`src/design/fbpa_pkg.sv`:
```
`default_nettype none

package fbpa_pkg;

    // Build-time defaults
    localparam int SLOTS_DEFAULT = 64;

    // Fixed field widths
    localparam int ADDR_W    = 32;
    localparam int SIZE_W    = 13;
    localparam int COUNT_W   = 7;
    localparam int STATUS_W  = 3;
    localparam int OUT_IDX_W = 6;

    // Serial divider: one quotient bit per step over the 32-bit offset
    localparam int DIV_STEPS = ADDR_W;
    localparam int DIV_CNT_W = $clog2(DIV_STEPS);

    // Register reset values
    localparam logic [ADDR_W-1:0]  BASE_RESET  = '0;
    localparam logic [SIZE_W-1:0]  SIZE_RESET  = 13'd1;
    localparam logic [COUNT_W-1:0] COUNT_RESET = 7'd64;

    // Register indexes (word address bits)
    localparam logic [1:0] REG_BASE  = 2'd0;
    localparam logic [1:0] REG_SIZE  = 2'd1;
    localparam logic [1:0] REG_COUNT = 2'd2;

    // Request kinds
    localparam logic FUNC_ALLOC = 1'b0;
    localparam logic FUNC_FREE  = 1'b1;

    // Result status codes
    typedef enum logic [STATUS_W-1:0] {
        ST_ALLOCATED  = 3'd0,
        ST_FREED      = 3'd1,
        ST_EXHAUSTED  = 3'd2,
        ST_NULL       = 3'd3,
        ST_MISALIGNED = 3'd4,
        ST_RANGE      = 3'd5
    } status_t;

    // Sequencer states
    typedef enum logic [5:0] {
        S_IDLE = 6'b000001,
        S_SCAN = 6'b000010,
        S_OFFS = 6'b000100,
        S_DIV  = 6'b001000,
        S_CHK  = 6'b010000,
        S_OUT  = 6'b100000
    } state_t;

endpackage

`default_nettype wire

```
`src/design/fixed_block_pool_allocator_unit.sv`:
```
// Fixed-size block pool allocator. One free flag per slot, all set at reset
// (flip-flops, no clearing pass). An allocate request (tuser 0) returns the
// lowest free slot among the first min(slot_count, SLOTS) and its address
// base_address + index * object_size; a free request (tuser 1) checks the
// address and frees its slot. Each request gives exactly one result, with
// the status on m_axis_tuser. Requests are handled one at a time through a
// small sequencer around a single shared 32-bit adder. An allocate scans
// the slots in use from index 0 (one slot per cycle) until it finds a free
// one or runs out; a free of a non-zero address at or above the base goes
// through the 32-step restoring divider, which checks alignment and finds
// the slot index; a zero address skips the divider and gets a null result,
// and a below-base one is rejected by the offset subtraction. A finished
// result waits in an output register while the next request is accepted;
// if that register is still full, the sequencer holds its result and the
// input until the receiver takes it.
// Registers sit at byte addresses 0 (base_address), 4 (object_size) and
// 8 (slot_count); write them only while no request is in flight.
`default_nettype none

module fixed_block_pool_allocator_unit #(
    parameter int SLOTS = fbpa_pkg::SLOTS_DEFAULT
) (
    input  wire logic        clk,
    input  wire logic        rst_n,

    // Request stream
    input  wire logic        s_axis_tvalid,
    output logic             s_axis_tready,
    input  wire logic [31:0] s_axis_tdata,   // [31:0] address
    input  wire logic [0:0]  s_axis_tuser,   // [0] func

    // Result stream
    output logic             m_axis_tvalid,
    input  wire logic        m_axis_tready,
    output logic [39:0]      m_axis_tdata,   // [31:0] slot_address, [37:32] slot_index
    output logic [2:0]       m_axis_tuser,   // [2:0] status

    // Configuration
    input  wire logic        psel,
    input  wire logic        penable,
    input  wire logic        pwrite,
    input  wire logic [3:0]  paddr,
    input  wire logic [31:0] pwdata,
    output logic [31:0]      prdata,
    output logic             pready
);

    localparam int IDX_W = (SLOTS > 1) ? $clog2(SLOTS) : 1;
    localparam int CNT_W = $clog2(SLOTS + 1);
    localparam int CW    = (CNT_W > fbpa_pkg::COUNT_W) ? CNT_W : fbpa_pkg::COUNT_W;
    localparam int AW    = fbpa_pkg::ADDR_W;
    localparam int SW    = fbpa_pkg::SIZE_W;

    // Configuration registers
    logic [AW-1:0]                base_reg;
    logic [SW-1:0]                size_reg;
    logic [fbpa_pkg::COUNT_W-1:0] count_reg;
    logic                         cfg_wr;

    assign pready = 1'b1;
    assign cfg_wr = psel && penable && pwrite && pready;

    always_ff @(posedge clk or negedge rst_n)
    begin
        if (!rst_n)
        begin
            base_reg  <= fbpa_pkg::BASE_RESET;
            size_reg  <= fbpa_pkg::SIZE_RESET;
            count_reg <= fbpa_pkg::COUNT_RESET;
        end
        else if (cfg_wr)
        begin
            priority case (paddr[3:2])
                fbpa_pkg::REG_BASE:  base_reg  <= pwdata;
                fbpa_pkg::REG_SIZE:  size_reg  <= pwdata[SW-1:0];
                fbpa_pkg::REG_COUNT: count_reg <= pwdata[fbpa_pkg::COUNT_W-1:0];
                default: ;
            endcase
        end
    end

    always_comb
    begin
        unique case (paddr[3:2])
            fbpa_pkg::REG_BASE:  prdata = base_reg;
            fbpa_pkg::REG_SIZE:  prdata = 32'(size_reg);
            fbpa_pkg::REG_COUNT: prdata = 32'(count_reg);
            default:             prdata = '0;
        endcase
    end

    // Effective size and slots in use
    logic [SW-1:0] size_eff;
    logic [CW-1:0] count_use;

    assign size_eff  = (size_reg == '0) ? SW'(1) : size_reg;
    assign count_use = (CW'(count_reg) < CW'(SLOTS)) ? CW'(count_reg) : CW'(SLOTS);

    // Sequencer and datapath registers
    fbpa_pkg::state_t             state_reg, state_next;
    logic [CNT_W-1:0]             scan_reg, scan_next;
    logic [AW-1:0]                work_reg, work_next;    // running address / quotient
    logic [SW-1:0]                rem_reg, rem_next;
    logic [fbpa_pkg::DIV_CNT_W-1:0] div_cnt_reg, div_cnt_next;
    logic [SLOTS-1:0]             free_reg, free_next;
    fbpa_pkg::status_t            res_status_reg, res_status_next;
    logic [AW-1:0]                res_addr_reg, res_addr_next;
    logic [fbpa_pkg::OUT_IDX_W-1:0] res_idx_reg, res_idx_next;

    // Output register
    logic                         out_valid_reg, out_valid_next;
    fbpa_pkg::status_t            out_status_reg, out_status_next;
    logic [AW-1:0]                out_addr_reg, out_addr_next;
    logic [fbpa_pkg::OUT_IDX_W-1:0] out_idx_reg, out_idx_next;

    // Shared adder / subtractor
    logic [AW-1:0] alu_a, alu_b;
    logic          alu_sub;
    logic [AW:0]   alu_sum;
    logic [SW:0]   div_shift;

    assign div_shift = {rem_reg, work_reg[AW-1]};

    always_comb
    begin
        unique case (state_reg)
            fbpa_pkg::S_SCAN:
            begin
                alu_a   = work_reg;
                alu_b   = AW'(size_eff);
                alu_sub = 1'b0;
            end
            fbpa_pkg::S_OFFS:
            begin
                alu_a   = work_reg;
                alu_b   = base_reg;
                alu_sub = 1'b1;
            end
            fbpa_pkg::S_DIV:
            begin
                alu_a   = AW'(div_shift);
                alu_b   = AW'(size_eff);
                alu_sub = 1'b1;
            end
            default:
            begin
                alu_a   = work_reg;
                alu_b   = '0;
                alu_sub = 1'b0;
            end
        endcase
    end

    // Carry out set on a subtraction means no borrow
    assign alu_sum = {1'b0, alu_a} + {1'b0, alu_sub ? ~alu_b : alu_b} + (AW+1)'(alu_sub);

    logic out_load;
    logic scan_end;
    logic scan_free;

    assign s_axis_tready = (state_reg == fbpa_pkg::S_IDLE);
    assign out_load  = (state_reg == fbpa_pkg::S_OUT) && (!out_valid_reg || m_axis_tready);
    assign scan_end  = (CW'(scan_reg) >= count_use);
    assign scan_free = free_reg[scan_reg[IDX_W-1:0]];

    // Sequencer
    always_comb
    begin
        state_next      = state_reg;
        scan_next       = scan_reg;
        work_next       = work_reg;
        rem_next        = rem_reg;
        div_cnt_next    = div_cnt_reg;
        free_next       = free_reg;
        res_status_next = res_status_reg;
        res_addr_next   = res_addr_reg;
        res_idx_next    = res_idx_reg;

        unique case (state_reg)
            fbpa_pkg::S_IDLE:
            begin
                if (s_axis_tvalid)
                begin
                    scan_next = '0;
                    if (s_axis_tuser[0] == fbpa_pkg::FUNC_ALLOC)
                    begin
                        work_next  = base_reg;
                        state_next = fbpa_pkg::S_SCAN;
                    end
                    else if (s_axis_tdata == '0)
                    begin
                        res_status_next = fbpa_pkg::ST_NULL;
                        res_addr_next   = '0;
                        res_idx_next    = '0;
                        state_next      = fbpa_pkg::S_OUT;
                    end
                    else
                    begin
                        work_next  = s_axis_tdata;
                        state_next = fbpa_pkg::S_OFFS;
                    end
                end
            end

            // One slot per cycle, address advanced by one object size
            fbpa_pkg::S_SCAN:
            begin
                if (scan_end)
                begin
                    res_status_next = fbpa_pkg::ST_EXHAUSTED;
                    res_addr_next   = '0;
                    res_idx_next    = '0;
                    state_next      = fbpa_pkg::S_OUT;
                end
                else if (scan_free)
                begin
                    free_next[scan_reg[IDX_W-1:0]] = 1'b0;
                    res_status_next = fbpa_pkg::ST_ALLOCATED;
                    res_addr_next   = work_reg;
                    res_idx_next    = fbpa_pkg::OUT_IDX_W'(scan_reg);
                    state_next      = fbpa_pkg::S_OUT;
                end
                else
                begin
                    scan_next = scan_reg + CNT_W'(1);
                    work_next = alu_sum[AW-1:0];
                end
            end

            // Offset from base; a borrow means below base
            fbpa_pkg::S_OFFS:
            begin
                if (!alu_sum[AW])
                begin
                    res_status_next = fbpa_pkg::ST_RANGE;
                    res_addr_next   = '0;
                    res_idx_next    = '0;
                    state_next      = fbpa_pkg::S_OUT;
                end
                else
                begin
                    work_next    = alu_sum[AW-1:0];
                    rem_next     = '0;
                    div_cnt_next = '0;
                    state_next   = fbpa_pkg::S_DIV;
                end
            end

            // Restoring divide, quotient shifts in where the dividend shifts out
            fbpa_pkg::S_DIV:
            begin
                if (alu_sum[AW])
                    rem_next = alu_sum[SW-1:0];
                else
                    rem_next = div_shift[SW-1:0];
                work_next    = {work_reg[AW-2:0], alu_sum[AW]};
                div_cnt_next = div_cnt_reg + fbpa_pkg::DIV_CNT_W'(1);
                if (div_cnt_reg == fbpa_pkg::DIV_CNT_W'(fbpa_pkg::DIV_STEPS - 1))
                    state_next = fbpa_pkg::S_CHK;
            end

            fbpa_pkg::S_CHK:
            begin
                res_addr_next = '0;
                if (rem_reg != '0)
                begin
                    res_status_next = fbpa_pkg::ST_MISALIGNED;
                    res_idx_next    = '0;
                end
                else if (work_reg >= AW'(count_use))
                begin
                    res_status_next = fbpa_pkg::ST_RANGE;
                    res_idx_next    = '0;
                end
                else
                begin
                    free_next[work_reg[IDX_W-1:0]] = 1'b1;
                    res_status_next = fbpa_pkg::ST_FREED;
                    res_idx_next    = fbpa_pkg::OUT_IDX_W'(work_reg);
                end
                state_next = fbpa_pkg::S_OUT;
            end

            fbpa_pkg::S_OUT:
            begin
                if (out_load)
                    state_next = fbpa_pkg::S_IDLE;
            end

            default:
            begin
                state_next = fbpa_pkg::S_IDLE;
            end
        endcase
    end

    // Output register
    always_comb
    begin
        out_valid_next  = out_valid_reg;
        out_status_next = out_status_reg;
        out_addr_next   = out_addr_reg;
        out_idx_next    = out_idx_reg;
        if (out_load)
        begin
            out_valid_next  = 1'b1;
            out_status_next = res_status_reg;
            out_addr_next   = res_addr_reg;
            out_idx_next    = res_idx_reg;
        end
        else if (m_axis_tready)
        begin
            out_valid_next = 1'b0;
        end
    end

    always_ff @(posedge clk or negedge rst_n)
    begin
        if (!rst_n)
        begin
            state_reg     <= fbpa_pkg::S_IDLE;
            free_reg      <= '1;
            out_valid_reg <= 1'b0;
        end
        else
        begin
            state_reg     <= state_next;
            free_reg      <= free_next;
            out_valid_reg <= out_valid_next;
        end
    end

    always_ff @(posedge clk)
    begin
        scan_reg       <= scan_next;
        work_reg       <= work_next;
        rem_reg        <= rem_next;
        div_cnt_reg    <= div_cnt_next;
        res_status_reg <= res_status_next;
        res_addr_reg   <= res_addr_next;
        res_idx_reg    <= res_idx_next;
        out_status_reg <= out_status_next;
        out_addr_reg   <= out_addr_next;
        out_idx_reg    <= out_idx_next;
    end

    assign m_axis_tvalid = out_valid_reg;
    assign m_axis_tuser  = out_status_reg;
    assign m_axis_tdata  = {2'b00, out_idx_reg, out_addr_reg};

    // Checks
    a_busy_after_accept: assert property (@(posedge clk) disable iff (!rst_n)
        (s_axis_tvalid && s_axis_tready) |=> !s_axis_tready)
        else $error("request accepted while a request was in flight");

    a_rem_below_size: assert property (@(posedge clk) disable iff (!rst_n)
        (state_reg == fbpa_pkg::S_CHK) |-> (rem_reg < size_eff))
        else $error("divider remainder not below object size");

    a_result_handoff: assert property (@(posedge clk) disable iff (!rst_n)
        (state_reg == fbpa_pkg::S_OUT && (!out_valid_reg || m_axis_tready))
        |=> (m_axis_tvalid && s_axis_tready))
        else $error("finished result not moved to the output register");

endmodule

`default_nettype wire

```
`config.mk`:
```
export PLATFORM = sky130hd
export DESIGN_NAME = fixed_block_pool_allocator_unit
export DESIGN_NICKNAME = d
export VERILOG_FILES = /design/src/design/fbpa_pkg.sv /design/src/design/fixed_block_pool_allocator_unit.sv
export SDC_FILE = /design/constraint.sdc
export NUM_CORES = 1
export LEC_CHECK = 0
export ABC_AREA = 1
export BUFFER_PORTS_ARGS = -buffer_cell sky130_fd_sc_hd__buf_4
export CORE_MARGIN = 4
export CORE_UTILIZATION = 55
export DETAILED_ROUTE_END_ITERATION = 7
export GPL_TIMING_DRIVEN = 0
export PLACE_DENSITY_LB_ADDON = 0.25
export SYNTH_ARGS = -nofsm -noshare
export SYNTH_HDL_FRONTEND = slang
export SYNTH_SLANG_ARGS = --single-unit
```
`constraint.sdc`:
```
create_clock -name clk -period 6.05 [get_ports clk]
set_input_delay 0.605 -clock clk [delete_from_list [all_inputs] [get_ports clk]]
set_output_delay 0.605 -clock clk [all_outputs]
set_load 0.02 [all_outputs]
```
==> results.toml, run 1 <==
[finish]
finalNetCount = 2331
insertedDiodeCount = 0
post_route_cells_drive_above_1_share = 0.138
max_reg_flops = 64
area.growth.synth_to_final_pct = 16.1

[timing]
layout_worst_path_cycle_share = 0.919
holdWs_ps = 300
worst_slew_pin_slew_ps = 1160
maxClockFrequency_mhz = 180
final_period_minus_worst_setup_slack_ps = 5560
rsz_0062_raised_after_global_routing = "no"
clock-skew-final_ps = 31.8
finalHoldViolations = 0
report.final.slew_viol_count = 0
final_setup_viols = 0
slew_headroom = 0.222

[grt]
grt_first_pass_wirelength_um = 82100
gr_overflow_total = 0
initial_antenna_violation_count = 1
use_met3 = 0.120
vias_in_the_first_global_route = 14181
met2_usage = 0.457
grt_start_max_net_pins = 93
grt.met1_usage = 0.517
groute.usage.overall = 0.339
grt_most_used_layer = "met1"

[worst_setup_path]
critPathCaptureType = "flip-flop"
worstPathMaxFanout = 26
worst_path_most_repeated_cell = "sky130_fd_sc_hd__nand2_1"
critical-path-slowest-cell = "sky130_fd_sc_hd__nand4_1"
critical_path_class = "reg -> reg"
crit_path_max_incr_delay_ps = 510
cp_arrival_ps = 5870
worst_setup_path_start_kind = "flip-flop"
crit_required_ps = 6360

[drt]
overall_via_count_from_detail_route = 15586
detail_route.iter0.violations = 2156
drc = 0
post_drt_wl_per_cell_um = 20.9
final_wirelength_um = 54400
drt.antenna.violating_nets = 0
firstDrtPassIters = 8
vias_per_cell = 5.98

[floorplanning]
chip_width_um = 178
initial_utilization = 0.564
rows = 61
die_height_um = 178
fp.coreArea_sq_um = 28100
boundaryPins = 154
die_area_sq_um = 31600

[power_and_ir_drop]
internal_power_mw = 4.32
power_switching_mw = 3.72
share_seq_of_total_power = 0.328
clock_power_share = 0.199
power.ir.vdd_worst_mv = 0.296
p_total_mw = 8.04
leakage_component_of_the_power_nw = 7.91
p_per_area_nw_per_um2 = 437
power.share.combinational = 0.473
power_switching_share = 0.463

[place]
dpl.hpwl_um = 41800
port-buffer-count = 147
globalplace.congestion = 1.03

[clock_tree]
h-tree-depth = 1
clock-root-buffer = "sky130_fd_sc_hd__clkbuf_16"
tritoncts_clock_tree = "done"
clk_transition_reported_paths_ps = 60
tritoncts.num_buffers = 27
post_cts.repair.setup_buffers = 0
ctsLongestPathBuffers = 3
clk-insertion-delay-late_ps = 570
numClockSinks = 262

[yosys]
ys_types = 51
ys_ff_latch = 262
yosys_warnings = 0
postSynthCellCount = 2023
yosys_most_used_dff = "sky130_fd_sc_hd__edfxtp_1"
synth.yosys.seq_area_share = 0.463
synthDominantAreaCellType = "sky130_fd_sc_hd__edfxtp_1"
synth_enable_flop_cells = 139
async_flop_share = 0.469
syn_avg_cell_area_sq_um = 7.83
netlist_area_sq_um = 15800
synth.top_cells.by_area = "sky130_fd_sc_hd__edfxtp_1, sky130_fd_sc_hd__dfstp_2, sky130_fd_sc_hd__nand2_1"
yosysTopAreaCellShare = 0.264

[status]
status = "finished, final reports clean"

[min_path]
min-delay-path-class = "in -> reg"

[job]
cap_violations = 0
==> repair_timing <==
item,4_1_cts,5_1_grt
setup endpoints to repair,0,51
hold buffers,1,0
hold endpoints to repair,20,0
resized for setup,0,4
==> critical path: cells and delay by family, from the launching register on <==
family / cells / cell delay [ps]
AOI/OAI and AO/OA: 2 / 420
adders and majority gates: 1 / 420
buffers and inverters: 6 / 1780
and+or+nand+nor: 16 / 2290
DFF: 1 / 400
==> cells in the mapped netlist (12+ instances only) <==
library cell	n
sky130_fd_sc_hd__o21ai_1	68
sky130_fd_sc_hd__dfrtp_1	56
sky130_fd_sc_hd__o21ai_0	216
sky130_fd_sc_hd__nand2_1	380
sky130_fd_sc_hd__ha_1	48
sky130_fd_sc_hd__a21oi_1	170
sky130_fd_sc_hd__nor2_1	209
sky130_fd_sc_hd__o22ai_1	34
sky130_fd_sc_hd__nor3_1	39
sky130_fd_sc_hd__inv_1	302
sky130_fd_sc_hd__o221ai_1	23
sky130_fd_sc_hd__nand3_1	44
sky130_fd_sc_hd__o211ai_1	25
sky130_fd_sc_hd__buf_4	12
sky130_fd_sc_hd__edfxtp_1	139
sky130_fd_sc_hd__nand4_1	16
sky130_fd_sc_hd__dfstp_2	67
sky130_fd_sc_hd__clkbuf_1	54
sky130_fd_sc_hd__nor4_1	14
==> cell usage in the layout, fill, tap and decap left out, types with 14 or more instances in the layout <==
cell type | synthesis | routed
sky130_fd_sc_hd__o21ai_1 | 68 | 68
sky130_fd_sc_hd__inv_1 | 302 | 301
sky130_fd_sc_hd__clkbuf_1 | 54 | 61
sky130_fd_sc_hd__edfxtp_1 | 139 | 139
sky130_fd_sc_hd__nor4_1 | 14 | 14
sky130_fd_sc_hd__o221ai_1 | 23 | 23
sky130_fd_sc_hd__nor2_1 | 209 | 208
sky130_fd_sc_hd__nand3_1 | 44 | 44
sky130_fd_sc_hd__dfrtp_1 | 56 | 56
sky130_fd_sc_hd__nand4_1 | 16 | 16
sky130_fd_sc_hd__o21ai_0 | 216 | 216
sky130_fd_sc_hd__nand2_1 | 380 | 380
sky130_fd_sc_hd__a21oi_1 | 170 | 170
sky130_fd_sc_hd__buf_4 | 12 | 158
sky130_fd_sc_hd__clkbuf_16 | 0 | 27
sky130_fd_sc_hd__ha_1 | 48 | 48
sky130_fd_sc_hd__o211ai_1 | 25 | 25
sky130_fd_sc_hd__dfstp_2 | 67 | 67
sky130_fd_sc_hd__nor3_1 | 39 | 38
sky130_fd_sc_hd__o22ai_1 | 34 | 34
==> through the flow <==
stage / std cells / util / cell area [sq um] / setup TNS, ps / setup WS [ps]
global placement: 2549 / 0.620 / 17400 / -64990 / -2030
finish: 2605 / 0.654 / 18400 / 0 / 492
detailed placement: 2553 / 0.623 / 17500 / 0 / 185
floorplan: 2024 / - / 15800 / 0 / 290
CTS: 2604 / 0.653 / 18300 / 0 / 159
global route: 2605 / 0.654 / 18400 / 0 / 171
==> path summary, 6_finish.rpt <==
kind | startpoint | end | slack (ps) | depth (start not counted)
max | state_reg[5]$_DFFE_PN0P_ | res_addr_reg[20]$_SDFFCE_PP0P_ | 490 | 25
min | pwdata[25] | base_reg[25]$_DFFE_PN0P_ | 300 | 3
max reg2reg | state_reg[5]$_DFFE_PN0P_ | res_addr_reg[20]$_SDFFCE_PP0P_ | 490 | 25
min reg2reg | res_addr_reg[20]$_SDFFCE_PP0P_ | out_addr_reg[20]$_DFFE_PP_ | 420 | 0
max in group asynchronous | rst_n | free_reg[29]$_DFFE_PN1P_ | 4670 | 3
min in group asynchronous | rst_n | state_reg[4]$_DFFE_PN0P_ | 520 | 2
==> per-layer routing <==
metal	vias to the layer above	wire length, um
met5	-	13
met4	2	1730
met3	129	8330
met2	1039	21200
met1	7217	23100
li1	7199	-
==> area by class of cell <==
type | count | area [sq um]
Buffer | 80 | 364
Clock buffer | 36 | 719
Clock inverter | 14 | 120
Fill cell | 2424 | 9710
Inverter | 314 | 1180
Multi-Input combinational cell | 1368 | 6980
Sequential cell | 262 | 7340
Tap cell | 378 | 473
Timing Repair Buffer | 153 | 1210
==> power groups by stage <==
stage / clock [mW] / combinational, mW / sequential (mW)
CTS: 1.60 / 3.61 / 2.63
global placement: 0 / 3.51 / 2.67
floorplan: 0 / 2.29 / 2.63
global route: 1.68 / 4.11 / 2.67
finish: 1.60 / 3.80 / 2.64
detailed placement: 0 / 3.59 / 2.66
==> cell families after synthesis <==
| logic type | after synthesis | synth area share |
|---|---|---|
| adder cells (fa/ha/maj) | 49 | 0.0392 |
| AND/OR/NAND/NOR | 720 | 0.187 |
| other | 2 | 0.000474 |
| buffers and inverters | 394 | 0.0973 |
| AO/OA/AOI/OAI | 582 | 0.205 |
| flip-flops | 262 | 0.463 |
| XOR/XNOR | 14 | 0.00774 |
No activity file was read; power rests on OpenSTA's default activity.
==> run 2, diff against run 1 <==
SETUP_SLACK_MARGIN = 0.5   (was not set)
==> run 2 against run 1 <==
Register-to-register slack improved by 410 ps; sequential cell count unchanged; global-route usage decreased by 1.5 points; sequential share of layout area decreased by 0.22 points; critical endpoint is now res_addr_reg[31]$_SDFFCE_PP0P_; largest cell class unchanged; highest routed layer is now met4.
==> results.toml, run 2 (same netlist as run 1, synthesis figures left out) <==
[floorplanning]
fp.coreArea_sq_um = 28100
initial_utilization = 0.564
die_height_um = 178
die_area_sq_um = 31600
boundaryPins = 154
rows = 61
chip_width_um = 178

[grt]
initial_antenna_violation_count = 0
vias_in_the_first_global_route = 14474
grt_start_max_net_pins = 73
groute.usage.overall = 0.324
gr_overflow_total = 0
grt_first_pass_wirelength_um = 79800

[worst_setup_path]
worstPathMaxFanout = 10
crit_buf_inv = 4
crit_path_max_incr_delay_ps = 430
critPathCaptureType = "flip-flop"
crit_required_ps = 6280
kind_of_cell_with_the_highest_combined_delay_on_the_critical_path = "simple AND/OR/NAND/NOR gates"
critical_path_class = "reg -> reg"
worst_setup_path_start_kind = "flip-flop"
cp_arrival_ps = 5380
critical-path-slowest-cell = "sky130_fd_sc_hd__fa_1"
worst_path_most_repeated_cell = "sky130_fd_sc_hd__nand2_1"

[timing]
final_period_minus_worst_setup_slack_ps = 5150
clock-skew-final_ps = 20.9
report.final.slew_viol_count = 0
worst_slew_pin_slew_ps = 1000
layout_worst_path_cycle_share = 0.851
setup_tns_ps = 0
finalHoldViolations = 0
slew_headroom = 0.325
maxClockFrequency_mhz = 194
rsz_0062_raised_after_global_routing = "no"
final_setup_viols = 0
postLayoutSetupSlackWorst_ps = 899

[min_path]
min-delay-path-class = "in -> async"

[drt]
detail_route.iter0.violations = 2179
vias_per_cell = 5.96
overall_via_count_from_detail_route = 15565
post_drt_wl_per_cell_um = 20.0
firstDrtPassIters = 8
drc = 0
drt.antenna.violating_nets = 0
final_wirelength_um = 52100

[finish]
finalNetCount = 2336
area.growth.synth_to_final_pct = 16.7
most_common_cell_after_layout_fill_and_taps_aside = "sky130_fd_sc_hd__nand2_1"
post_route_cells_drive_above_1_share = 0.144
max_reg_flops = 64
insertedDiodeCount = 0
layout_common_cells = "sky130_fd_sc_hd__nand2_1, sky130_fd_sc_hd__inv_1, sky130_fd_sc_hd__o21ai_0"

[job]
cap_violations = 0

[place]
globalplace.congestion = 1.02
port-buffer-count = 147
dpl.hpwl_um = 39900
dpl_worst_slack_ps = 259

[power_and_ir_drop]
leakage_component_of_the_power_nw = 7.95
power.ir.vdd_worst_mv = 0.258
p_per_area_nw_per_um2 = 437

[clock_tree]
numClockSinks = 262
tritoncts_clock_tree = "done"
h-tree-depth = 1
ctsLongestPathBuffers = 3
clk-insertion-delay-late_ps = 560
tritoncts.num_buffers = 29
clock-root-buffer = "sky130_fd_sc_hd__clkbuf_16"
clk_transition_reported_paths_ps = 60

[status]
status = "finished, final reports clean"
-- run 2: cell count changes in the layout (fill, tap and decap cells not counted), moves of 2 or more --
cell,before,now
sky130_fd_sc_hd__clkinvlp_4,2,8
sky130_fd_sc_hd__clkbuf_16,27,29
sky130_fd_sc_hd__clkbuf_1,61,56
sky130_fd_sc_hd__clkbuf_2,1,4
sky130_fd_sc_hd__clkinv_4,2,0
sky130_fd_sc_hd__clkinv_2,5,7
sky130_fd_sc_hd__buf_4,158,161
sky130_fd_sc_hd__buf_6,5,2
-- run 2: where the power goes --
| group | switching [mW] | leakage [nW] | internal (mW) |
|---|---|---|---|
| Clock | 0.729 | 0.439 | 0.948 |
| Sequential | 0.258 | 2.69 | 2.38 |
| Combinational | 2.72 | 4.83 | 1.05 |
| Total | 3.70 | 7.95 | 4.38 |
-- run 2: repair_timing --
action / in CTS / in global routing
setup endpoints to repair: 41 / 73
setup buffers: 0 / 3
gates resized for setup: 2 / 10
hold buffers: 0 / 0
gates cloned: 1 / 2
pin swaps: 0 / 1
-- run 2: layout make-up --
class,instances,area (sq um)
inverter,314,1180
clock inverter,17,139
multi-input combinational,1368,6980
timing repair buffer,153,1210
clock buffer,37,769
sequential,262,7340
fill,2449,9600
timing repair inverter,3,22.5
tap,378,473
buffer,80,368
-- run 2: through the flow --
step / hold WS (ps) / power, mW / instances / area (sq um) / utilization
final: 23.5 / 8.08 / 2612 / 18500 / 0.658
after global routing: 50.9 / 8.48 / 2612 / 18500 / 0.658
after CTS: 34.9 / 7.90 / 2607 / 18400 / 0.657
after detailed placement: 405 / 6.22 / 2552 / 17500 / 0.624
after global placement: 402 / 6.11 / 2549 / 17400 / 0.620
after floorplan: 309 / 4.91 / 2024 / 15800 / -
-- run 2: final timing paths --
kind	startpoint	end	slack, ps	depth (start not counted)
max	state_reg[1]$_DFFE_PN0P_	res_addr_reg[31]$_SDFFCE_PP0P_	900	25
min	rst_n	base_reg[29]$_DFFE_PN0P_	20	1
max reg2reg	state_reg[1]$_DFFE_PN0P_	res_addr_reg[31]$_SDFFCE_PP0P_	900	25
min reg2reg	res_addr_reg[30]$_SDFFCE_PP0P_	out_addr_reg[30]$_DFFE_PP_	420	0
max in group asynchronous	rst_n	free_reg[30]$_DFFE_PN1P_	5200	2
min in group clk	pwdata[13]	base_reg[13]$_DFFE_PN0P_	300	3
-- run 2: layer usage --
metal / vias to the layer above / routed length [um] / GRT usage
met5: - / 0 / 0
met4: 0 / 1930 / 0.0986
met3: 150 / 7490 / 0.0871
met2: 1093 / 20900 / 0.453
met1: 7109 / 21800 / 0.490
li1: 7213 / - / -
